File: src/hdl/keuf_ram.sv
module keuf_ram #(
	parameter int WIDTH = 8,
	parameter int DEPTH = 16
) (
	input  logic                     clk,
	input  logic                     wr_en,
	input  logic [$clog2(DEPTH)-1:0] wr_addr,
	input  logic [WIDTH-1:0]         wr_data,
	input  logic [$clog2(DEPTH)-1:0] rd_addr,
	output logic [WIDTH-1:0]         rd_data
);

	logic [WIDTH-1:0] mem [DEPTH];
	logic [WIDTH-1:0] rd_data_q;

	// One write port, one registered read port
	always_ff @(posedge clk) begin
		if (wr_en) begin
			mem[wr_addr] <= wr_data;
		end
		rd_data_q <= mem[rd_addr];
	end

	assign rd_data = rd_data_q;

endmodule

File: config.mk
export PLATFORM = sky130hd
export DESIGN_NAME = keuf_ram
export DESIGN_NICKNAME = d
export VERILOG_FILES = /design/src/hdl/keuf_ram.sv
export SDC_FILE = /design/constraint.sdc
export NUM_CORES = 1
export LEC_CHECK = 0
export BUFFER_PORTS_ARGS = -buffer_cell sky130_fd_sc_hd__buf_2
export CAP_MARGIN = 20
export CORE_MARGIN = 5
export CORE_UTILIZATION = 50
export DETAILED_ROUTE_END_ITERATION = 8
export GPL_TIMING_DRIVEN = 0
export PLACE_DENSITY = 0.64
export SLEW_MARGIN = 10
export SYNTH_ARGS = -nofsm -noshare
export SYNTH_HDL_FRONTEND = slang
export SYNTH_SLANG_ARGS = --single-unit
File: constraint.sdc
create_clock -name clk -period 4.3 [get_ports clk]
set_clock_uncertainty 0.05 [all_clocks]
set_input_delay 0.86 -clock clk [delete_from_list [all_inputs] [get_ports clk]]
set_output_delay 0.86 -clock clk [all_outputs]
set_load 0.01 [all_outputs]
==> metrics.md, run 1 <==
| Metric | Value |
|---|---|
| Post-synth top area cell | `edfxtp_1` |
| DR iter-0 viols | `150` |
| Setup TNS | `0 ns` |
| Setup crit end kind | `flop` |
| Leakage power | `2.11 nW` |
| TritonCTS clock tree | `yes` |
| Wire per inst | `22.1 um` |
| RSZ-0062 raised after global routing | `false` |
| Hold WS | `0.644 ns` |
| Final period utilization | `between 40% and 50%` |
| Worst vdd rail ir drop | `approximately 230 uV` |
| Combinational Power Share | `4.2%` |
| Post-Syn Instances | `approximately 230` |
| Worst Max-Slew Pin Slew | `0.807 ns` |
| Number of I/O port buffers | `24` |
| Starting density of the core | `between 50% and 60%` |
| Fin. Hold Viols | `0` |
| P_sw | `about 0.6 mW` |
| CTS root buffer | `clkbuf_8` |
| Tmin final | `2.13 ns` |
| Syn_area_per_cell | `22.5 um^2` |
| Critical Path AT | `2.29 ns` |
| DP HPWL | `between 5000 and 6000 um` |
| Cts hold-fix bufs | `0` |
| Ant. Diodes | `0` |
| Clock share of power | `51.6%` |
| Synth top area share | `74.7%` |
| Pwr Density | `545 nW/um^2` |
| Post-synth ARST share | `0%` |
| Reg-to-Reg End | `rd_data[3]$_DFF_P_` |
| Cell Int Power | `2.77 mW` |
| # Post-CTS Setup Buffers | `0` |
| Layout cells sized above 1 | `30.4%` |
| TritonRoute pass-1 iters | `4` |
| Num CTS Buffers | `17` |
| Worst setup SP type | `input pin` |
| First-pass GRT wire length | `14,300 um` |
| Distinct cells, synth | `19` |
| CTS Buffer Depth | `2` |
| # DRC | `0` |
| Fmax | `470 MHz` |
| Filler-free cell count of the finished design | `425` |
| Final wirelength | `9400 um` |
| Layout Nets | `294` |
| Most common flop cell mapped by yosys | `edfxtp_1` |
| Fin. max-slew vios | `0` |
| Hold Path Sink | `rd_data[2]$_DFF_P_` |
| Routability cong. | `0.733` |
| Register area share after synthesis | `between 70 and 80%` |
| Area delta synth->final | `20.1%` |
| Endpoints failing setup | `0` |
| Largest net degree at the start of global routing | `17` |
| HP Class | `reg -> reg` |
| Die H | `approximately 110 um` |
| Synth area leaders | `edfxtp_1 75%, mux4_2 7.9%, mux4_1 7.1%` |
| Number of flops mapped to enable cells by yosys | `128` |
| Synthesized flop and latch total | `around 140` |
| Launch point of the worst reg-to-reg path | `mem[5][3]$_DFFE_PP_` |
| Post-Place Cells | `a little under 400` |
| Net Count, Synth | `247` |
| Sequential share of power | `between 40% and 50%` |
| Beginning of the worst hold path | `mem[11][2]$_DFFE_PP_` |
| Critical Path RT | `4.46 ns` |
| Post-Synthesis Cell Area | `5150 um^2` |
| Tot GR Track Use | `around 16%` |
| Die area | `approximately 12,000 um^2` |
| CP Max Fanout | `5` |
| Final Util | `60.7%` |
| Worst hold stages | `3` |
| Via density per instance | `5.49` |
| DIE WIDTH | `111 um` |
| Net Sw Frac | `approximately 18%` |
| Clk Latency, worst-skew pair | `0.51 ns` |
| Initial antenna violation count | `0` |
| Rel. slew slack | `45.8%` |
| Htree depth | `4` |
| Status | `finished, final reports clean` |
| Setup CP Type | `in -> reg` |
| Post-synth top cells | `128 x edfxtp_1, 18 x mux4_2, 16 x a22oi_1` |
| Reg2reg setup slack | `roughly 2.9 ns` |
| Number of global-route vias before repair | `2,442` |
| R2r worst-path depth | `3` |
| Post-route antenna net violation count | `0` |
| Worst-path clk slew | `0.06 ns` |
| CTS resizes | `0` |
| # rows | `37` |
| Core area | `10,200 um^2` |
| Gr ovfl total | `0` |
| Ports | `26` |
| DR vias | `2,335` |
| Most frequent cell after synthesis | `edfxtp_1` |
| Clock sinks | `136` |
| Max_cap viols | `0` |
| Ys Warns | `0` |
layer usage:
layer  vias up  part of all wire [%]  track usage, %
met1      1181                    44            22.5
met5         -                     0               0
met2        80                    48            24.8
met3         9                   6.9            4.89
li1       1065                     -               -
met4         0                   1.1            5.11
area by class of cell:
cell class                      instances  area (um^2)
Multi-Input combinational cell         83         1060
Tap cell                              136          170
Clock inverter                         14          300
Sequential cell                       136         4000
Fill cell                             755         4000
Clock buffer                           18          418
Timing Repair Buffer                   28          145
Buffer                                 10         86.3
power groups by stage:
stage               clock [mW]  combinational (mW)  sequential, mW
finish                    1.74               0.143            1.49
global route              1.82               0.154            1.49
CTS                       1.76               0.145            1.49
detailed placement           0               0.144            1.52
global placement             0               0.141            1.51
floorplan                    0              0.0752            1.52
sequential cells by signal (all words and copies together), names as in the netlist:
signal,count
rd_data,8
mem,128
cells by family after synthesis:
logic type	after synthesis	share of synthesized area (%)
AOI/OAI and AO/OA	16	2.33
muxes	32	15.0
and+or+nand+nor	35	3.18
DFF	136	77.8
buffers and inverters	10	1.68
worst max-delay path by stage:
stage                           from                  end  slack [ns]
after floorplan           wr_addr[2]  mem[0][0]$_DFFE_PP_        1.90
after global placement    wr_addr[2]  mem[0][4]$_DFFE_PP_        1.33
after detailed placement  wr_addr[2]  mem[0][4]$_DFFE_PP_        1.64
after CTS                 wr_addr[2]  mem[0][7]$_DFFE_PP_        2.18
after global routing      wr_addr[2]  mem[0][7]$_DFFE_PP_        2.04
final                     wr_addr[2]  mem[0][7]$_DFFE_PP_        2.17
placed cells by master, fill, tap and decap left out, types with 2 or more instances in the layout:
cell             instances
mux4_2                  18
buf_6                    3
nand3b_1                 2
buf_4                    3
mux4_1                  14
nand2b_1                 2
nand2_1                  9
edfxtp_1               128
a22oi_1                 16
buf_2                   29
bufinv_16                9
nor3_1                   4
clkdlybuf4s25_2          3
clkbuf_16               16
nor2_1                  13
clkinv_2                 3
clkinvlp_4               2
dfxtp_1                  8
worst max-delay path, stage by stage:
cell	delay, ns
buf_2	0.11
or3b_2	0.53
nor3_1	0.48
buf_2	0.30
per-stage QoR:
| stage | instance area, um^2 | setup WS (ns) | power [mW] |
|---|---|---|---|
| 6_report | 6180 | 2.17 | 3.37 |
| 3_5_place_dp | 5460 | 1.64 | 1.66 |
| 5_1_grt | 6180 | 2.04 | 3.47 |
| 3_3_place_gp | 5440 | 1.33 | 1.66 |
| 4_1_cts | 6180 | 2.18 | 3.39 |
| 2_1_floorplan | 5150 | 1.90 | 1.60 |
(Power assumes the default switching activity.)
==> run 2, diff against run 1 <==
--- a/config.mk
+++ b/config.mk
@@ -11,7 +11,7 @@
 export CORE_UTILIZATION = 50
 export DETAILED_ROUTE_END_ITERATION = 8
 export GPL_TIMING_DRIVEN = 0
-export PLACE_DENSITY = 0.64
+export PLACE_DENSITY = 0.67
 export SLEW_MARGIN = 10
 export SYNTH_ARGS = -nofsm -noshare
 export SYNTH_HDL_FRONTEND = slang
==> constraint.sdc (replaced) <==
create_clock -name clk -period 1.8 [get_ports clk]
set_clock_uncertainty 0.05 [all_clocks]
set_input_delay 0.36 -clock clk [delete_from_list [all_inputs] [get_ports clk]]
set_output_delay 0.36 -clock clk [all_outputs]
set_load 0.01 [all_outputs]
==> metrics.md, run 2 (synthesis results as in run 1) <==
| Metric | Value |
|---|---|
| Fin. Hold Viols | `0 (unchanged)` |
| Ports | `26 (unchanged)` |
| Fin. max-slew vios | `0 (unchanged)` |
| Via density per instance | `5.64 (+2.7%)` |
| Status | `finished, final reports clean` |
| Number of I/O port buffers | `24 (unchanged)` |
| Met3 wire len | `502 um (-22%)` |
| Setup crit end kind | `flop` |
| Fmax | `619 MHz` |
| CTS Buffer Depth | `2 (unchanged)` |
| Routability cong. | `0.720 (-1.7%)` |
| Die H | `111 um (unchanged)` |
| Filler-free cell count of the finished design | `423 (-0.47%)` |
| DR iter-0 viols | `174 (+16%)` |
| Layout cells sized above 1 | `28.6% (-1.9 points)` |
| Top reg by flops | `mem` |
| Rel. slew slack | `42.7% (-3.1 points)` |
| Clock sinks | `136 (unchanged)` |
| Critical Path AT | `1.70 ns (-0.59 ns)` |
| Area delta synth->final | `17.8%` |
| Number of global-route vias before repair | `2,499 (+2.3%)` |
| Largest register FFs | `128 (unchanged)` |
| Final wirelength | `9780 um (+4.1%)` |
| Top sig layer | `met4` |
| Cts hold-fix bufs | `0 (unchanged)` |
| Setup CP Type | `in -> reg` |
| RSZ-0062 raised after global routing | `false` |
| # DRC | `0 (unchanged)` |
| Gr ovfl total | `0 (unchanged)` |
| Endpoints failing setup | `0 (unchanged)` |
| Clk Latency, worst-skew pair | `0.51 ns (about the same)` |
| Setup TNS | `0 ns (unchanged)` |
| Worst-path clk slew | `0.06 ns (about the same)` |
| CTS root buffer | `clkbuf_8` |
| Layout Nets | `293 (-0.34%)` |
| Ant. Diodes | `0 (unchanged)` |
| Htree depth | `4 (unchanged)` |
| Core area | `10,200 um^2 (unchanged)` |
| DIE WIDTH | `111 um (unchanged)` |
| Leakage power | `2.05 nW (-2.5%)` |
| Hold WS | `0.195 ns (-0.449 ns)` |
| Largest net degree at the start of global routing | `17 (unchanged)` |
| Most frequent cells in the layout | `128 x edfxtp_1, 28 x buf_2, 18 x mux4_2, 16 x a22oi_1, 16 x clkbuf_16` |
| Post-Place Cells | `392 (unchanged)` |
| Post-route setup slack | `0.185 ns (-1.99 ns)` |
| Starting density of the core | `50.5% (unchanged)` |
| Worst vdd rail ir drop | `683 uV (+200%)` |
| CP Max Fanout | `8 (+3)` |
| Worst setup SP type | `input pin` |
| Post-route antenna net violation count | `0 (unchanged)` |
| # Post-CTS Setup Buffers | `0 (unchanged)` |
| DP HPWL | `5940 um (about the same)` |
| TritonCTS clock tree | `yes` |
| DR vias | `2,386 (+2.2%)` |
| Tmin final | `roughly 1.6 ns` |
| TritonRoute pass-1 iters | `4 (unchanged)` |
| First-pass GRT wire length | `14,900 um (+4.3%)` |
| WL met1 | `4310 um (+3.5%)` |
| Critical Path RT | `1.89 ns (-2.57 ns)` |
| Fillers | `745 (-1.3%)` |
| HP Class | `in -> reg` |
| Met2 routed WL | `4790 um (+6.8%)` |
| Pwr Density | `1220 nW/um^2 (+120%)` |
| Place WS | `-0.319 ns (-1.95 ns)` |
| CTS resizes | `0 (unchanged)` |
| Commonest non-fill, non-tap cell in the layout | `edfxtp_1` |
| Final Util | `59.5% (-1.1 points)` |
| Max_cap viols | `0 (unchanged)` |
| Worst Max-Slew Pin Slew | `0.857 ns (+0.0491 ns)` |
| Num CTS Buffers | `17 (unchanged)` |
| Tot GR Track Use | `17.0% (+0.88 points)` |
| Initial antenna violation count | `0 (unchanged)` |
| Die area | `12,400 um^2 (unchanged)` |
| # rows | `37 (unchanged)` |
| Final period utilization | `around 90%` |
| Wire per inst | `23.1 um (+4.6%)` |
-- run 2: layer usage --
| metal | track usage (%) | vias up |
|---|---|---|
| met5 | 0 | - |
| met4 | 6.57 | 0 |
| li1 | - | 1061 |
| met2 | 25.6 | 76 |
| met3 | 5.33 | 11 |
| met1 | 23.7 | 1238 |
-- run 2: worst paths after layout --
check	startpoint	to	slack, ns	cells past startpoint
setup / recovery	wr_addr[2]	mem[1][3]$_DFFE_PP_	0.18	3
hold / removal	wr_data[5]	mem[5][5]$_DFFE_PP_	0.20	1
setup reg to reg	mem[5][0]$_DFFE_PP_	rd_data[0]$_DFF_P_	0.25	3
hold reg to reg	mem[11][2]$_DFFE_PP_	rd_data[2]$_DFF_P_	0.63	3
-- run 2: layout make-up --
type	count	area, um^2	share of cell area, %
Buffer	10	86.3	1.42
Tap cell	136	170	2.81
Multi-Input combinational cell	83	1060	17.5
Sequential cell	136	4000	66.0
Clock buffer	18	418	6.89
Timing Repair Buffer	27	140	2.31
Clock inverter	13	184	3.03
-- run 2: worst max-delay path, stage by stage --
cell,delay [ns]
buf_2,0.11
or3b_2,0.54
nor2_1,0.68
-- run 2: power breakdown --
group	switching, mW	total [mW]	internal [mW]
clock	1.17	3.51	2.35
combinational	0.203	0.345	0.142
sequential	0.0160	3.56	3.54
total	1.39	7.42	6.03
-- run 2: through the flow --
stage,total power [mW],cell area [um^2]
floorplan,3.81,5150
global placement,3.95,5440
detailed placement,3.97,5460
CTS,7.46,6060
global route,7.67,6060
finish,7.42,6060
